## config.mk

```make
export PLATFORM = sky130hd
export DESIGN_NAME = gated_mode_filter
export DESIGN_NICKNAME = d
export VERILOG_FILES = /design/src/rtl/gmf_pkg.sv /design/src/rtl/gated_mode_filter.sv /design/src/rtl/gmf_ram.sv /design/src/rtl/gmf_regs.sv /design/src/rtl/gmf_hist.sv
export SDC_FILE = /design/constraint.sdc
export NUM_CORES = 2
export LEC_CHECK = 0
export BUFFER_PORTS_ARGS = -buffer_cell sky130_fd_sc_hd__buf_2
export CORE_MARGIN = 1.5
export CORE_UTILIZATION = 50
export DETAILED_ROUTE_END_ITERATION = 16
export GPL_TIMING_DRIVEN = 1
export PLACE_DENSITY = 0.75
export SYNTH_ARGS = -nofsm -noshare
export SYNTH_HDL_FRONTEND = slang
export SYNTH_SLANG_ARGS = --single-unit
```

## constraint.sdc

```tcl
create_clock -name clk -period 26 [get_ports clk]
set_clock_uncertainty 0.05 [all_clocks]
set_input_delay 2.6 -clock clk [delete_from_list [all_inputs] [get_ports clk]]
set_output_delay 2.6 -clock clk [all_outputs]
set_load 0.03 [all_outputs]
```

## src/rtl/gmf_pkg.sv

```systemverilog
// Shared types and constants for the gated mode filter.
package gmf_pkg;

  localparam int DATA_W    = 16;   // distance width
  localparam int SC_W      = 7;    // sample_count register width
  localparam int BIN_AW    = 8;    // histogram address width
  localparam int BIN_DEPTH = 256;  // histogram entries
  localparam int APB_AW    = 3;    // byte address, two 32-bit registers
  localparam int APB_DW    = 32;

  // Register index codes (paddr[2])
  localparam logic REG_CENTER       = 1'b0;
  localparam logic REG_SAMPLE_COUNT = 1'b1;

  // Configuration view handed from the register file to the datapath
  typedef struct packed {
    logic [DATA_W-1:0] lo;            // saturated lower window bound
    logic [DATA_W-1:0] hi;            // saturated upper window bound
    logic [SC_W-1:0]   sample_count;  // raw register value
    logic              wr;            // any register written this cycle
  } gmf_cfg_t;

endpackage

```

## src/rtl/gated_mode_filter.sv

```systemverilog
// Top level of the gated mode filter: window gate, histogram stage, result register.
//
// Range samples are gated against center_distance +/- HALF_WINDOW (both bounds
// saturate at 0 and 65535); samples outside the window are accepted and
// dropped without effect. Each in-window sample bumps its histogram bin and
// the running leader, which changes only on a strictly higher count, so a tie
// goes to the value that reached the maximum first. After sample_count
// in-window samples (zero acts as one, values above MAX_SAMPLES act as
// MAX_SAMPLES) the leader is emitted as mode_distance and a new window starts.
// Rate: one sample per clock unless stalled. A sample is registered together with
// the registered read of its bin; the bin is rewritten in the next cycle,
// and a count written in the same cycle as the next read is forwarded. The
// result of a window enters the output register as its last sample leaves the
// histogram stage, which waits for a free output side, and out_valid rises with
// it; input stalls only when a window closes while an earlier result
// still waits in the output register. The 256-entry histogram lives in a RAM whose
// entries are qualified by flip-flop valid bits cleared all at once, so
// there is no clearing pass after reset or between windows. Any write to a
// register discards the window in progress; write registers only while idle.
module gated_mode_filter #(
  parameter int MAX_SAMPLES = 64,
  parameter int HALF_WINDOW = 70
) (
  input  logic                        clk,
  input  logic                        rst_n,
  // sample requests
  input  logic                        in_valid,
  output logic                        in_ready,
  input  logic [gmf_pkg::DATA_W-1:0]  in_sample_distance,
  // result requests
  output logic                        out_valid,
  input  logic                        out_ready,
  output logic [gmf_pkg::DATA_W-1:0]  out_mode_distance,
  // configuration port
  input  logic                        cfg_psel,
  input  logic                        cfg_penable,
  input  logic                        cfg_pwrite,
  input  logic [gmf_pkg::APB_AW-1:0]  cfg_paddr,
  input  logic [gmf_pkg::APB_DW-1:0]  cfg_pwdata,
  output logic [gmf_pkg::APB_DW-1:0]  cfg_prdata,
  output logic                        cfg_pready
);
  import gmf_pkg::*;

  gmf_cfg_t          cfg;
  logic              in_win;
  logic [DATA_W-1:0] offset;
  logic              load;
  logic              s1_ready;
  logic              res_vld;
  logic [DATA_W-1:0] res_mode;
  logic              slot_free;
  logic              out_vld_r, out_vld_nxt;
  logic [DATA_W-1:0] out_mode_r;

  gmf_regs #(
    .HALF_WINDOW (HALF_WINDOW)
  ) u_regs (
    .clk     (clk),
    .rst_n   (rst_n),
    .psel    (cfg_psel),
    .penable (cfg_penable),
    .pwrite  (cfg_pwrite),
    .paddr   (cfg_paddr),
    .pwdata  (cfg_pwdata),
    .prdata  (cfg_prdata),
    .cfg     (cfg)
  );

  assign cfg_pready = 1'b1;

  // Gate the sample against the saturated window; offset from the lower
  // bound addresses the histogram (window is at most 255 wide).
  assign in_win = (in_sample_distance >= cfg.lo) && (in_sample_distance <= cfg.hi);
  assign offset = in_sample_distance - cfg.lo;

  // Accept whenever the histogram stage can move; out-of-window samples drop here.
  assign in_ready = s1_ready;
  assign load     = in_valid & in_ready & in_win;

  gmf_hist #(
    .MAX_SAMPLES (MAX_SAMPLES)
  ) u_hist (
    .clk        (clk),
    .rst_n      (rst_n),
    .cfg        (cfg),
    .load       (load),
    .load_idx   (offset[BIN_AW-1:0]),
    .load_value (in_sample_distance),
    .slot_free  (slot_free),
    .s1_ready   (s1_ready),
    .res_vld    (res_vld),
    .res_mode   (res_mode)
  );

  // Output register: free when empty or being drained this cycle.
  assign slot_free = ~out_vld_r | out_ready;

  always_comb begin
    out_vld_nxt = out_vld_r;
    if (res_vld) begin
      out_vld_nxt = 1'b1;
    end else if (out_ready) begin
      out_vld_nxt = 1'b0;
    end
  end

  always_ff @(posedge clk) begin
    if (!rst_n) begin
      out_vld_r <= 1'b0;
    end else begin
      out_vld_r <= out_vld_nxt;
    end
  end

  always_ff @(posedge clk) begin
    if (res_vld) begin
      out_mode_r <= res_mode;
    end
  end

  assign out_valid         = out_vld_r;
  assign out_mode_distance = out_mode_r;

  // A closing window never overwrites a result still waiting.
  a_res_slot_free: assert property (@(posedge clk) disable iff (!rst_n)
    res_vld |-> (!out_vld_r || out_ready))
    else $error("window result produced while output register held");

  // A closing window shows up in the output register next cycle.
  a_res_lands: assert property (@(posedge clk) disable iff (!rst_n)
    res_vld |=> (out_vld_r && out_mode_r == $past(res_mode)))
    else $error("window result lost on the way to the output");

  // The user writes only while idle (not enforced here), so no result follows.
  a_cfg_idle: assert property (@(posedge clk) disable iff (!rst_n)
    cfg.wr |=> !res_vld)
    else $error("result produced right after a register write");

endmodule

```

## src/rtl/gmf_ram.sv

```systemverilog
// Generic single-write, single-read RAM with registered read data.
module gmf_ram #(
  parameter int WIDTH = 8,
  parameter int DEPTH = 256
) (
  input  logic                     clk,
  input  logic                     wr_en,
  input  logic [$clog2(DEPTH)-1:0] wr_addr,
  input  logic [WIDTH-1:0]         wr_data,
  input  logic                     rd_en,
  input  logic [$clog2(DEPTH)-1:0] rd_addr,
  output logic [WIDTH-1:0]         rd_data
);

  logic [WIDTH-1:0] mem_r [DEPTH];
  logic [WIDTH-1:0] rd_data_r;

  always_ff @(posedge clk) begin
    if (wr_en) begin
      mem_r[wr_addr] <= wr_data;
    end
    if (rd_en) begin
      rd_data_r <= mem_r[rd_addr];
    end
  end

  assign rd_data = rd_data_r;

endmodule

```

## src/rtl/gmf_regs.sv

```systemverilog
// Configuration register file with precomputed window bounds.
module gmf_regs #(
  parameter int HALF_WINDOW = 70
) (
  input  logic                         clk,
  input  logic                         rst_n,
  input  logic                         psel,
  input  logic                         penable,
  input  logic                         pwrite,
  input  logic [gmf_pkg::APB_AW-1:0]   paddr,
  input  logic [gmf_pkg::APB_DW-1:0]   pwdata,
  output logic [gmf_pkg::APB_DW-1:0]   prdata,
  output gmf_pkg::gmf_cfg_t            cfg
);
  import gmf_pkg::*;

  localparam logic [DATA_W-1:0] HW = DATA_W'(HALF_WINDOW);

  logic [DATA_W-1:0] center_r, center_nxt;
  logic [SC_W-1:0]   sc_r, sc_nxt;
  logic [DATA_W-1:0] lo_r, lo_nxt;
  logic [DATA_W-1:0] hi_r, hi_nxt;
  logic [DATA_W:0]   hi_sum;
  logic              we;
  logic              reg_sel;

  assign we      = psel & penable & pwrite;
  assign reg_sel = paddr[2];
  assign hi_sum  = {1'b0, pwdata[DATA_W-1:0]} + {1'b0, HW};

  always_comb begin
    center_nxt = center_r;
    sc_nxt     = sc_r;
    lo_nxt     = lo_r;
    hi_nxt     = hi_r;
    if (we) begin
      case (reg_sel)
        REG_CENTER: begin
          center_nxt = pwdata[DATA_W-1:0];
          // saturate both bounds to the distance range
          lo_nxt = (pwdata[DATA_W-1:0] >= HW) ? pwdata[DATA_W-1:0] - HW : '0;
          hi_nxt = hi_sum[DATA_W] ? '1 : hi_sum[DATA_W-1:0];
        end
        REG_SAMPLE_COUNT: begin
          sc_nxt = pwdata[SC_W-1:0];
        end
        default: begin
          center_nxt = center_r;
        end
      endcase
    end
  end

  always_ff @(posedge clk) begin
    if (!rst_n) begin
      center_r <= '0;
      sc_r     <= SC_W'(1);
      lo_r     <= '0;
      hi_r     <= HW;
    end else begin
      center_r <= center_nxt;
      sc_r     <= sc_nxt;
      lo_r     <= lo_nxt;
      hi_r     <= hi_nxt;
    end
  end

  assign prdata = (reg_sel == REG_SAMPLE_COUNT) ? APB_DW'(sc_r) : APB_DW'(center_r);

  assign cfg.lo           = lo_r;
  assign cfg.hi           = hi_r;
  assign cfg.sample_count = sc_r;
  assign cfg.wr           = we;

endmodule

```

## src/rtl/gmf_hist.sv

```systemverilog
// Histogram stage: bin update with forwarding, leader tracking, window close.
module gmf_hist #(
  parameter int MAX_SAMPLES = 64
) (
  input  logic                        clk,
  input  logic                        rst_n,
  input  gmf_pkg::gmf_cfg_t           cfg,
  input  logic                        load,      // in-window sample accepted
  input  logic [gmf_pkg::BIN_AW-1:0]  load_idx,
  input  logic [gmf_pkg::DATA_W-1:0]  load_value,
  input  logic                        slot_free, // output register can take a result
  output logic                        s1_ready,
  output logic                        res_vld,
  output logic [gmf_pkg::DATA_W-1:0]  res_mode
);
  import gmf_pkg::*;

  localparam int CW = $clog2(MAX_SAMPLES + 1);

  logic                 s1_vld_r;
  logic [BIN_AW-1:0]    s1_idx_r;
  logic [DATA_W-1:0]    s1_val_r;
  logic                 fwd_hit_r;
  logic [CW-1:0]        fwd_cnt_r;
  logic [BIN_DEPTH-1:0] bin_vld_r;
  logic [CW-1:0]        acc_r, acc_nxt;
  logic [CW-1:0]        best_cnt_r, best_cnt_nxt;
  logic [DATA_W-1:0]    best_val_r, best_val_nxt;

  logic [CW-1:0]        rd_data;
  logic [CW-1:0]        cur_cnt;
  logic [CW-1:0]        cnt_new;
  logic [CW-1:0]        acc_new;
  logic [CW-1:0]        tgt;
  logic                 done;
  logic                 lead;
  logic                 adv;
  logic                 clr;

  gmf_ram #(
    .WIDTH (CW),
    .DEPTH (BIN_DEPTH)
  ) u_bins (
    .clk     (clk),
    .wr_en   (adv & ~done),
    .wr_addr (s1_idx_r),
    .wr_data (cnt_new),
    .rd_en   (load),
    .rd_addr (load_idx),
    .rd_data (rd_data)
  );

  // window target: zero means one, clamp to MAX_SAMPLES
  always_comb begin
    if (cfg.sample_count == '0) begin
      tgt = CW'(1);
    end else if (32'(cfg.sample_count) > MAX_SAMPLES) begin
      tgt = CW'(MAX_SAMPLES);
    end else begin
      tgt = CW'(cfg.sample_count);
    end
  end

  // take the count just written when the read raced it; invalid bins read zero
  assign cur_cnt = fwd_hit_r ? fwd_cnt_r : (bin_vld_r[s1_idx_r] ? rd_data : '0);
  assign cnt_new = cur_cnt + CW'(1);
  assign acc_new = acc_r + CW'(1);
  assign done    = (acc_new >= tgt);
  assign lead    = (cnt_new > best_cnt_r);

  assign adv      = s1_vld_r & (~done | slot_free);
  assign s1_ready = ~s1_vld_r | adv;
  assign clr      = cfg.wr | (adv & done);

  assign res_vld  = adv & done;
  assign res_mode = lead ? s1_val_r : best_val_r;

  always_comb begin
    acc_nxt      = acc_r;
    best_cnt_nxt = best_cnt_r;
    best_val_nxt = best_val_r;
    if (clr) begin
      acc_nxt      = '0;
      best_cnt_nxt = '0;
      best_val_nxt = '0;
    end else if (adv) begin
      acc_nxt = acc_new;
      if (lead) begin
        best_cnt_nxt = cnt_new;
        best_val_nxt = s1_val_r;
      end
    end
  end

  always_ff @(posedge clk) begin
    if (!rst_n) begin
      s1_vld_r   <= 1'b0;
      fwd_hit_r  <= 1'b0;
      bin_vld_r  <= '0;
      acc_r      <= '0;
      best_cnt_r <= '0;
      best_val_r <= '0;
    end else begin
      acc_r      <= acc_nxt;
      best_cnt_r <= best_cnt_nxt;
      best_val_r <= best_val_nxt;
      if (load) begin
        s1_vld_r  <= 1'b1;
        fwd_hit_r <= adv & ~done & (s1_idx_r == load_idx);
      end else if (adv) begin
        s1_vld_r <= 1'b0;
      end
      if (clr) begin
        bin_vld_r <= '0;
      end else if (adv) begin
        bin_vld_r[s1_idx_r] <= 1'b1;
      end
    end
  end

  always_ff @(posedge clk) begin
    if (load) begin
      s1_idx_r  <= load_idx;
      s1_val_r  <= load_value;
      fwd_cnt_r <= cnt_new;
    end
  end

endmodule
```

==> summary.txt <==
post-detailed-placement half-perimeter wirelength: 109400 um
Worst Setup Start Kind: register
sequential share of the synthesized area: 0.7143
cell area reported after detailed placement: 0.08986 sq mm
CTS tree: done
die area: 0.1770 sq mm
number of placement rows: 153
number of antenna violations at the first check in global routing: 6
Max Slew Vio Count: 0
H-Tree Level Count: 4
period utilisation layout: 0.3123
input/output buffers: 73
commonest cells after routing, fill and taps aside: sky130_fd_sc_hd__edfxtp_1 (1846), sky130_fd_sc_hd__mux4_2 (579), sky130_fd_sc_hd__nor2_1 (560)
Crit Path Category: register to register
initial cell density of the core: 0.5025
via count of the first global-routing pass: 45080
remaining max-slew budget at the tightest pin: 0.1135
peak per-stage delay on the critical path: 0.98 ns
Final Power: 7.542 mW
kind of capture point of the worst setup path: register
pin count of the biggest net entering global routing: 280
total length of routed wires: 201100 um
post-route cell area: 0.09645 sq mm
mean routed wirelength per cell: 27.11 um
core outline area: 0.1736 sq mm
vias per std cell: 6.159
worst-path maximum fanout: 75
area share of the largest cell type after synthesis: 0.6353
power density over the cells: 78.20 mW/mm^2
CTS Buf Count: 209
count of mapped cells out of synthesis: 4899
most common cell after layout, fill and taps aside: sky130_fd_sc_hd__edfxtp_1
TritonCTS sink count: 2190
Root Buffer: sky130_fd_sc_hd__clkbuf_16
Worst Max-Slew Pin Slew: 1.330 ns
total congestion overflow: 0
initial DRC count: 6215
Fin Setup TNS: 0 ns
fin nets: 5026
post-synthesis to final-layout area growth: 10.54%
die height: 420.7 um
cell with the largest stage delay on the worst path: sky130_fd_sc_hd__buf_4
GR Util All Layers: 0.2263
proportion of layout cells with a drive suffix above 1: 0.2126
total of endpoints with negative setup slack in the final report: 0
Residual DRC: 0
count of flip-flops with a built-in enable after synthesis: 1846
final worst path period need: 8.119 ns
die extent in x: 420.7 um
first-pass GRT wire length: 295600 um
signal arrival time at the worst endpoint: 8.74 ns
crit-path cells: buf_4, buf_4, mux2i_1, a22oi_1, nand3_1, a41oi_1, nor4_2, a211oi_2, a22oi_2, inv_1, ha_4, and2_1, nand3_1, o21ai_1, nand2_4, ha_1, nand3_1, o21ai_0, o21a_1, nand2_1, nor2_1, a211oi_2
final core area utilization: 0.5555
Resized Gates After CTS: 0
register bit total from synthesis: 2190
Worst EP required: 26.62 ns
yosys warns: 0
min-delay worst type: register to register
post-placement cell count: 7030
endpoints failing hold: 0
Mean Syn Cell Area: 17.81 sq um
IR drop worst, VDD: 0.08619 mV
Most Frequent Cell on Critical Path: sky130_fd_sc_hd__nand3_1
first-pass iteration count of the detailed router: 6
highest attainable clock frequency: 0.1232 GHz
synthesized cell area: 0.08725 sq mm
ranking of synthesized cells by area: sky130_fd_sc_hd__edfxtp_1 (64%), sky130_fd_sc_hd__mux4_2 (15%), sky130_fd_sc_hd__dfxtp_1 (7.9%), sky130_fd_sc_hd__nor2_1 (2.4%), sky130_fd_sc_hd__a21oi_1 (1.8%)
number of buffers inserted by post-CTS setup repair: 0
Final GP Congestion: 0.8200
unrepaired setup endpoints after global routing: false
Static Leak: 30.80 nW
vias: 45680
clock network latency to the later pin of the worst-skew pair: 0.84 ns
post-synth cell types: 74
number of violations of the max-capacitance limit: 0
clock slew seen by the registers of the worst setup and hold paths: 0.06 ns
Antenna Nets Post-Route: 0
Top Ports: 109
dominant register cell in the synthesized netlist: sky130_fd_sc_hd__edfxtp_1
async set-or-reset flop fraction in the synthesized netlist: 0
Synth area leader: sky130_fd_sc_hd__edfxtp_1
CTS max path bufs: 3
count of non-filler cells in the finished layout: 7416
run status: completed
quantity of hold-fixing buffers added after cts: 0
==> through the flow <==
step,hold WS (ns),setup WS [ns]
2_1_floorplan,0.3784,2.555
3_3_place_gp,0.3890,17.35
3_5_place_dp,0.3989,17.39
4_1_cts,0.4123,17.96
5_1_grt,0.4323,17.38
6_report,0.4106,17.88
==> cell type report <==
type	count	area [sq um]
fill	12770	77180
sequential	2190	62320
multi-input combinational	2320	23430
clock buffer	279	5717
tap	2325	2909
timing repair buffer	138	991.0
clock inverter	105	863.3
inverter	58	217.7
antenna	1	2.502
==> state kept, by name, indices dropped and copies added (netlist names), 8 cells and up <==
name and count:
u_hist.best_val_r 16, u_regs.hi_r 16, u_hist.s1_val_r 16, u_hist.u_bins.mem_r 1792
out_mode_distance 16, u_hist.bin_vld_r 256, u_hist.s1_idx_r 8, u_regs.center_r 16
u_regs.lo_r 16
==> power by group <==
part | switching [mW] | total [mW] | internal, mW
Sequential | 0.00660 | 3.94 | 3.93
Combinational | 0.445 | 0.670 | 0.225
Clock | 1.29 | 2.94 | 1.64
Total | 1.75 | 7.54 | 5.80
==> critical path: cells and delay by family, from the launching register on <==
kind / cells / cell delay [ns]
AO/OA/AOI/OAI: 8 / 2.86
adder cells (fa/ha/maj): 2 / 0.73
AND/OR/NAND/NOR: 8 / 1.78
buffers and inverters: 3 / 1.89
flip-flops: 1 / 0.32
multiplexers: 1 / 0.18
==> path summary, 6_finish.rpt <==
check	from	endpoint	slack, ns	cells past startpoint
max	u_hist.s1_idx_r[0]	u_hist.best_cnt_r[3]	17.88	22
min	u_hist.bin_vld_r[116]	u_hist.bin_vld_r[116]	0.41	2
max reg2reg	u_hist.s1_idx_r[0]	u_hist.best_cnt_r[3]	17.88	22
min reg2reg	u_hist.bin_vld_r[116]	u_hist.bin_vld_r[116]	0.41	2
==> cell families (layout without fill, tap and decap cells) <==
family          after synthesis  after routing  share of synthesized area
compound gates              517            517                    0.03513
xor+xnor                     52             52                   0.005464
fa+ha+maj                    51             51                   0.007400
buf+inv                     404            580                    0.02114
flops                      2190           2190                     0.7143
mux                         745            745                     0.1703
other cells                   2             18                 0.00008608
simple gates                938            938                    0.04618
==> layer usage <==
metal	vias up	GRT usage	routed length, um
li1	19290	-	-
met1	23600	0.3125	78020
met2	2419	0.3626	97910
met3	366	0.04837	19400
met4	4	0.07104	5715
met5	-	0	27
==> synthesized netlist by cell type (all sizes together) (22+ instances only) <==
master,number
edfxtp,1846
a21oi,316
nand2b,31
xnor2,27
a21boi,26
mux2i,134
o21ai,29
clkbuf,230
a211oi,23
xor2,24
mux2,24
dfxtp,344
buf,115
inv,58
nand3,54
and2,23
ha,50
nand2,151
a22oi,57
nor3,22
nor2,564
nor2b,39
mux4,587
Note: power is estimated with default switching activity, not from simulation.
